## config.mk

```make
export PLATFORM = sky130hd
export DESIGN_NAME = rgvd_ctrl
export DESIGN_NICKNAME = d
export VERILOG_FILES = /design/src/design/rgvd_pkg.sv /design/src/design/rgvd_ctrl.sv
export SDC_FILE = /design/constraint.sdc
export NUM_CORES = 1
export LEC_CHECK = 0
export BUFFER_PORTS_ARGS = -buffer_cell sky130_fd_sc_hd__buf_2
export CORE_AREA = 2 2 39 41
export CTS_CLUSTER_SIZE = 25
export DETAILED_ROUTE_END_ITERATION = 10
export DIE_AREA = 0 0 41 43
export PLACE_DENSITY = 0.67
export RECOVER_POWER = 50
export SLEW_MARGIN = 20
export SYNTH_ARGS = -nofsm -noshare
export SYNTH_HDL_FRONTEND = slang
export SYNTH_SLANG_ARGS = --single-unit
```

## constraint.sdc

```tcl
create_clock -name clk_i -period 2.55 [get_ports clk_i]
set_clock_uncertainty 0.1 [all_clocks]
set_input_delay 0.51 -clock clk_i [delete_from_list [all_inputs] [get_ports clk_i]]
set_output_delay 0.51 -clock clk_i [all_outputs]
set_load 0.01 [all_outputs]
```

## src/design/rgvd_pkg.sv

```systemverilog
// Package for the range-gated voxel downsampler: types, constants, codes.
`default_nettype none
package rgvd_pkg;

  localparam int unsigned NumBuckets = 1024;
  localparam int unsigned NumWays    = 4;
  localparam int unsigned BucketW    = $clog2(NumBuckets);
  localparam int unsigned WayW       = (NumWays > 1) ? $clog2(NumWays) : 1;
  localparam int unsigned CoordW     = 24;
  localparam int unsigned KeyW       = 21;
  localparam int unsigned VoxKeyW    = 3 * KeyW;
  localparam int unsigned DivW       = 16;
  localparam int unsigned EpochW     = 8;
  localparam logic [31:0] HashGolden = 32'h9e37_79b9;

  localparam logic [1:0] CfgMinRange  = 2'd0;
  localparam logic [1:0] CfgMaxRange  = 2'd1;
  localparam logic [1:0] CfgVoxelSize = 2'd2;

  typedef struct packed {
    logic                     first_of_cloud;
    logic                     is_finite;
    logic signed [CoordW-1:0] x_mm;
    logic signed [CoordW-1:0] y_mm;
    logic signed [CoordW-1:0] z_mm;
  } in_item_t;

  typedef struct packed {
    logic signed [CoordW-1:0] out_x_mm;
    logic signed [CoordW-1:0] out_y_mm;
    logic signed [CoordW-1:0] out_z_mm;
    logic                     bucket_full;
  } out_item_t;

  typedef enum logic [3:0] {
    ST_IDLE,
    ST_CLEAR,
    ST_SQ,
    ST_RANGE,
    ST_DIV,
    ST_HASH,
    ST_READ,
    ST_CMP,
    ST_EMIT
  } state_e;

  // controller -> datapath
  typedef struct packed {
    logic load;
    logic clear_step;
    logic sq_step;
    logic div_start;
    logic div_step;
    logic hash_step;
    logic rd_step;
    logic cmp_step;
    logic commit;
  } dp_cmd_t;

  // datapath -> controller
  typedef struct packed {
    logic clear_done;
    logic sq_done;
    logic in_range;
    logic div_done;
    logic hash_done;
    logic rd_done;
    logic hit;
    logic sweep_busy;
  } dp_sts_t;

endpackage
`default_nettype wire

```

## src/design/rgvd_ctrl.sv

```systemverilog
// Controller state machine for the voxel downsampler.
`default_nettype none
module rgvd_ctrl (
  input  wire logic             clk_i,
  input  wire logic             rst_ni,
  input  wire logic             in_valid,
  output logic                  in_ready,
  input  wire logic             first_i,
  input  wire logic             finite_i,
  output logic                  out_valid,
  input  wire logic             out_ready,
  output rgvd_pkg::dp_cmd_t     cmd_o,
  input  wire rgvd_pkg::dp_sts_t sts_i
);
  import rgvd_pkg::*;

  state_e state_q, state_d;
  logic   out_valid_q, out_valid_d;

  always_ff @(posedge clk_i or negedge rst_ni) begin
    if (!rst_ni) begin
      state_q     <= ST_IDLE;
      out_valid_q <= 1'b0;
    end else begin
      state_q     <= state_d;
      out_valid_q <= out_valid_d;
    end
  end

  assign out_valid = out_valid_q;

  always_comb begin
    state_d     = state_q;
    cmd_o       = '0;
    in_ready    = 1'b0;
    out_valid_d = out_valid_q && !out_ready;
    case (state_q)
      ST_IDLE: begin
        // key memory sweep after reset holds off new points
        in_ready = !sts_i.sweep_busy;
        if (in_valid && in_ready) begin
          cmd_o.load = 1'b1;
          if (first_i)       state_d = ST_CLEAR;
          else if (finite_i) state_d = ST_SQ;
        end
      end
      ST_CLEAR: begin
        cmd_o.clear_step = 1'b1;
        if (sts_i.clear_done) state_d = finite_i ? ST_SQ : ST_IDLE;
      end
      ST_SQ: begin
        cmd_o.sq_step = 1'b1;
        if (sts_i.sq_done) state_d = ST_RANGE;
      end
      ST_RANGE: begin
        cmd_o.div_start = 1'b1;
        state_d = sts_i.in_range ? ST_DIV : ST_IDLE;
      end
      ST_DIV: begin
        cmd_o.div_step = 1'b1;
        if (sts_i.div_done) state_d = ST_HASH;
      end
      ST_HASH: begin
        cmd_o.hash_step = 1'b1;
        if (sts_i.hash_done) state_d = ST_READ;
      end
      ST_READ: begin
        cmd_o.rd_step = 1'b1;
        if (sts_i.rd_done) state_d = ST_CMP;
      end
      ST_CMP: begin
        cmd_o.cmp_step = 1'b1;
        state_d = sts_i.hit ? ST_IDLE : ST_EMIT;
      end
      ST_EMIT: begin
        // wait for output register to drain
        if (!out_valid_q || out_ready) begin
          cmd_o.commit = 1'b1;
          out_valid_d  = 1'b1;
          state_d      = ST_IDLE;
        end
      end
      default: state_d = ST_IDLE;
    endcase
  end
endmodule
`default_nettype wire

```

Word-level counts from Yosys, hierarchy flattened. Index checks and enable logic that the tools add are counted.

Register bits after elaboration: 5. Bits of input ports: 14. Output and inout bits: 11.

Muxes and demuxes: 27. Eq/ne operators: 16. Reduce and logical (&&, ||, !) cells: 8.

Operators by type and width (count): 4-bit two-way mux (10); 4-bit case mux with 9 select lines (1); 4-bit by 3-bit == test with 1-bit output, second input constant (4); 1-bit two-way mux (14); 2-bit != test, second input constant (7); 4-bit by 2-bit == test with 1-bit output, second input constant (2); 8-bit AND reduction (1); 4-bit by 1-bit == test with 1-bit output, second input constant (1); 4-bit == test, second input constant (1); 4-bit logical NOT (1); 1-bit logical NOT (3); 3-bit two-way mux (1); 3-bit != test, second input constant (1); 1-bit logical AND (2); 2-bit two-way mux (1); 1-bit logical OR (1).

Logic depth before layout (Yosys ltp). Gate-level depths: netlist of the first run.

Depth after elaboration: 4. Depth in mapped cells: 6. Mapped depth without buffers: 5.

Least setup slack after synthesis of the first run. Ideal clock, no wire load.

Path type: reg-to-reg. Start point: register state_q[1]. End point: register state_q[0]. Data arrival time: 1.731 ns. Stages on the path, launching flop included: 7. Path slack: 0.594 ns. Cell sequence: dfrtp_1 > buf_6 > or4b_4 > or3_4 > o21ai_2 > nor4_2 > mux2_2.

Longest elaborated chain between the ends: 3. Elaborated cells between the ends (all ways): 19. Classes of those cells: eq/ne: 16; mux: 1; reduce/logical: 2.

RTL lines: start: declaration (RTL line rgvd_ctrl.sv:17) `state_e state_q, state_d;`; start signal: assignment (RTL line rgvd_ctrl.sv:25) `state_q <= state_d;`; 4-bit == test, or another cell as far along (RTL line rgvd_ctrl.sv:37) `case (state_q)`; 2-bit != test (no source line) or 3-bit != test (tied branches); 8-bit AND reduction (no source line).

Several ways; a longest one is shown, not always the timed one. A chain may end at the register's enable or synchronous reset.

==> results of run 1 <==
[logic make-up after synthesis]
kind of cell,after synthesis,synth area share (%)
DFF,5,29.67
AOI/OAI and AO/OA,8,13.06
buffers and inverters,6,7.122
muxes,2,5.341
and+or+nand+nor,34,44.80
[final timing paths]
path,from,end,slack (ns),cells after the start
max reg2reg,state_q[2]$_DFFE_PN0P_,state_q[1]$_DFFE_PN0P_,0.46,5
min in group asynchronous,rst_ni,state_q[3]$_DFFE_PN0P_,0.55,2
max in group asynchronous,rst_ni,state_q[1]$_DFFE_PN0P_,1.58,2
max,state_q[2]$_DFFE_PN0P_,cmd_o[8],0.35,3
min reg2reg,out_valid$_DFF_PN0_,out_valid$_DFF_PN0_,0.47,2
min,sts_i[1],state_q[3]$_DFFE_PN0P_,0.36,2
[metal layers]
metal  global-route usage, %  part of all wire [%]  vias to the layer above
met3                   6.806                   5.8                        0
met4                       0                     0                        0
met5                       0                     0                        -
met2                   21.88                    51                       12
li1                        -                     -                      245
met1                   16.67                    43                      216
[timing repair]
| action | CTS | global route |
|---|---|---|
| hold buffers | 1 | 0 |
| setup endpoints to repair | 0 | 0 |
| hold endpoints to repair | 5 | 0 |
[critical path, stage by stage, from the launching register on]
cell and delay (ns):
dfrtp_1 0.51, or4_1 0.59, nor2_1 0.12, buf_2 0.13
[registers in the layout, indices dropped and copies added, names as in the netlist]
name and count:
out_valid 1, state_q 4
[final cells by class]
class,count,area [µm²],share of cell area (%)
Clock buffer,4,26.28,4.667
Inverter,2,7.507,1.333
Multi-Input combinational cell,44,257.7,45.78
Sequential cell,5,125.1,22.22
Tap cell,16,20.02,3.556
Timing Repair Buffer,25,126.4,22.44
[power groups by stage]
stage                     clock network, mW  logic (mW)  registers [mW]
after floorplan                           0       0.288           0.122
after global placement                    0       0.300           0.174
after detailed placement                  0       0.304           0.175
after CTS                            0.0949       0.306           0.174
after global routing                  0.100       0.342           0.184
final                                0.0926       0.297           0.173
[Yosys cell counts (all sizes together)]
cell / number / area [µm²]
or2b: 1 / 7.510
o21ai: 2 / 13.76
inv: 2 / 7.510
o32a: 1 / 10.01
a21oi: 3 / 15.01
or4: 1 / 7.510
nand2: 1 / 3.750
buf: 1 / 11.26
dfrtp: 5 / 125.1
mux2: 2 / 22.52
o31ai: 1 / 7.510
nor4: 1 / 12.51
nor2: 14 / 52.55
nor3: 8 / 40.04
clkbuf: 3 / 11.26
nand2b: 4 / 25.02
or3: 1 / 11.26
o22a: 1 / 8.760
nor3b: 2 / 15.01
or4b: 1 / 13.76
==> metrics.yaml, run 1 <==
status: "finished clean"
critPathArrivalTime_ns: 1.59
critPathKind: "reg2out"
cts-resized-gates: 0
stdcell_count: 96
vias: 473
nFillCells: 148
setup_ws_ns: 0.3464
placed_cell_area_um2: 539.3
leakagePower_nw: 0.2769
cts_buffers: 3
internal_power_uw: 316.4
setup_violations: 0
routed_wirelength_um: 979
power_uw: 562.8
wl_per_cell_um: 10.20
cts_setup_buffers: 0
routed_via_density: 4.927
initial_utilization_pct: 30.47
gr-total-overflow: 0
grt_start_max_net_pins: 16
place_ws_ns: 0.5028
power.switching_uw: 246.4
nNetsFinal: 95
cp.required_ns: 1.94
seq_power_share_pct: 30.7
cts_sinks: 5
clk_latency_ns: 0.24
power.share.clock_pct: 16.5
crit_path_max_fanout: 15
layout_worst_path_cycle_share_pct: 86.42
power_density_nw_per_um2: 999.6
synth_seq_cells: 5
worst_pin_slew_ns: 0.4024
start_kind: "flop"
globalplace.congestion: 0.8515
postSynthCellCount: 55
drtIter0Drc: 3
die_y_um: 43
drcViolationCount: 0
setup_tns_ns: 0
layout_commonest_cell: "buf_2"
drv_slew: 0
synth_cell_types: 21
grt_pass1_vias: 406
hold_viol_final: 0
avgSynthCellArea_um2: 7.666
portBuffers: 24
die_area_um2: 1763
grt_first_pass_wirelength_um: 1635
clkTransAtPathRegs_ns: 0.05
clockBufferDepth: 2
rsz0062_at_grt: "false"
max_cap_viol_count: 0
synthesis.nets: 69
htreeDepth: 1
io_pins: 25
core.rowCount: 14
dp_hpwl_um: 779
cts_tree: "built"
final_cell_mix: "buf_2, nor2_1, nor3_1"
design_area_um2: 563.0
cts_root_buf: "clkbuf_4"
grt_antenna_before_repair: 0
num_antenna_cells: 0
holdWs_ns: 0.3623
coreArea_um2: 1384
hold_path.class: "in2reg"
yosysSeqAreaShare_pct: 29.67
yosys_warnings: 0
fin_crit_ns: 2.204
worst_setup_path_end_kind: "output port"
swShare_pct: 43.78
max_freq_mhz: 453.8
maxSlewHeadroom_pct: 73.17
die_x_um: 41
layout-drive-gt1-share_pct: 35.00
drt_first_pass_iters: 2
dp_cells: 91
fin_util_pct: 40.69
ir_drop_mv: 0.5752
syn_area_um2: 421.7
comb_power_share_pct: 52.9
track_usage_pct: 13.52
synthToLayoutAreaGrowth_pct: 33.53
detail-route-antenna-nets: 0
No activity file was read; power rests on OpenSTA's default activity.
==> run 2, diff against run 1 <==
--- a/config.mk
+++ b/config.mk
@@ -10,8 +10,9 @@
 export CTS_CLUSTER_SIZE = 25
 export DETAILED_ROUTE_END_ITERATION = 10
 export DIE_AREA = 0 0 41 43
-export PLACE_DENSITY = 0.67
+export PLACE_DENSITY = 0.62
 export RECOVER_POWER = 50
+export REMOVE_ABC_BUFFERS = 1
 export SLEW_MARGIN = 20
 export SYNTH_ARGS = -nofsm -noshare
 export SYNTH_HDL_FRONTEND = slang
==> metrics.yaml, run 2 (synthesis gave the netlist of run 1 again) <==
gr-total-overflow: 0  # unchanged
drt_first_pass_iters: 4  # +2
cp.required_ns: 1.94  # about the same
rsz0062_at_grt: "false"
globalplace.congestion: 0.8009  # -5.9%
layout_worst_path_cycle_share_pct: 86.77  # +0.36 points
io_pins: 25  # unchanged
ir_drop_mv: 0.4521  # -21%
grt_start_max_net_pins: 16  # unchanged
initial_utilization_pct: 30.47  # unchanged
power.share.clock_pct: 16.6  # about the same
vias: 482  # +1.9%
portBuffers: 24  # unchanged
drcViolationCount: 0  # unchanged
worst_pin_slew_ns: 0.4063  # +0.003949 ns
coreArea_um2: 1384  # unchanged
dp_hpwl_um: 731.4  # -6.1%
layout_commonest_cell: "buf_2"
cp-startpoint: "state_q[2]$_DFFE_PN0P_"
maxSlewHeadroom_pct: 72.91  # -0.26 points
power_density_nw_per_um2: 1005  # +0.58%
drv_slew: 0  # unchanged
swShare_pct: 44.07  # +0.29 points
top_register: "state_q"
cts_sinks: 5  # unchanged
nNetsFinal: 95  # unchanged
seq_power_share_pct: 30.9  # +0.2 points
die_y_um: 43  # unchanged
hold_viol_final: 0  # unchanged
setup_tns_ns: 0  # unchanged
layout-drive-gt1-share_pct: 35.00  # unchanged
reg2reg_from: "state_q[2]$_DFFE_PN0P_"
max_cap_viol_count: 0  # unchanged
status: "finished clean"
core.rowCount: 14  # unchanged
grt_first_pass_wirelength_um: 1524  # -6.8%
max_freq_mhz: 451.9  # -0.41%
htreeDepth: 1  # unchanged
power_uw: 566.0  # +0.58%
cts_root_buf: "clkbuf_4"
largest_reg_flops: 4  # unchanged
fin_crit_ns: 2.213  # +0.009062 ns
clockBufferDepth: 2  # unchanged
wl_per_cell_um: 10.06  # -1.3%
clk_latency_ns: 0.25  # about the same
dp_cells: 91  # unchanged
critPathArrivalTime_ns: 1.60  # about the same
setup_violations: 0  # unchanged
holdCritStartpoint: "sts_i[1]"
synthToLayoutAreaGrowth_pct: 33.53  # unchanged
design_area_um2: 563.0  # unchanged
comb_power_share_pct: 52.5  # -0.4 points
worst_setup_path_end_kind: "output port"
crit_path_max_fanout: 15  # unchanged
hold_path.class: "in2reg"
grt_antenna_before_repair: 0  # unchanged
clkTransAtPathRegs_ns: 0.04  # about the same
cts_tree: "built"
final_cell_mix: "buf_2, nor2_1, nor3_1"
track_usage_pct: 13.12  # -0.40 points
stdcell_count: 96  # unchanged
nFillCells: 164  # +11%
internal_power_uw: 316.6  # about the same
grt_pass1_vias: 364  # -10%
power.switching_uw: 249.5  # +1.2%
leakagePower_nw: 0.2769  # unchanged
num_antenna_cells: 0  # unchanged
placed_cell_area_um2: 539.3  # unchanged
routed_wirelength_um: 966  # -1.3%
die_x_um: 41  # unchanged
start_kind: "flop"
cts_buffers: 3  # unchanged
critPathKind: "reg2out"
drtIter0Drc: 8  # +5
detail-route-antenna-nets: 0  # unchanged
routed_via_density: 5.021  # +1.9%
die_area_um2: 1763  # unchanged
-- run 2: cell counts in the layout (fill, tap and decap cells not counted) --
Identical to the previous run, type by type.
-- run 2: cell type report --
cell class	count	area, µm²	share of cell area, %
well taps	16	20.02	3.556
repair buffers	25	126.4	22.44
flip-flops and latches	5	125.1	22.22
inverters	2	7.507	1.333
clock buffers	4	26.28	4.667
multi-input cells	44	257.7	45.78
-- run 2: timing repair --
item                                   4_1_cts  5_1_grt
setup buffers                                0        0
resized for setup                            0        0
hold buffers                                 1        0
endpoints found under the hold margin        5        0
-- run 2: power groups by stage --
stage               Combinational, mW  Clock (mW)  Sequential [mW]
floorplan                       0.224           0            0.159
global placement                0.303           0            0.177
detailed placement              0.301           0            0.179
CTS                             0.306      0.0986            0.177
global route                    0.336       0.105            0.189
finish                          0.297      0.0938            0.175
-- run 2: final timing paths --
kind,slack (ns),end,cells past startpoint
worst max-delay path,0.34,cmd_o[8],3
worst min-delay path,0.35,state_q[3]$_DFFE_PN0P_,2
worst max register to register,0.46,state_q[0]$_DFFE_PN0P_,5
worst min register to register,0.48,out_valid$_DFF_PN0_,2
max in group asynchronous,1.61,state_q[1]$_DFFE_PN0P_,2
min in group asynchronous,0.54,state_q[0]$_DFFE_PN0P_,2
-- run 2: metal layers --
metal	track usage (%)	vias up	routed length, µm
met4	8.000	0	15
met1	18.30	217	454
li1	-	245	-
met3	6.283	3	73
met5	0	-	0
met2	15.63	17	423
-- run 2: critical path, cell delays in order, from the launching register on --
cell     delay, ns
dfrtp_1       0.52
or4_1         0.58
nor2_1        0.12
buf_2         0.13
-- run 2: metrics by stage --
stage          setup WS [ns]  hold WS, ns  utilization (%)
2_1_floorplan         0.6114       0.1144                -
3_3_place_gp          0.5340       0.2286            38.97
3_5_place_dp          0.4946       0.2267            38.97
4_1_cts               0.3169       0.3442            41.59
5_1_grt               0.2115       0.3529            40.69
6_report              0.3373       0.3520            40.69
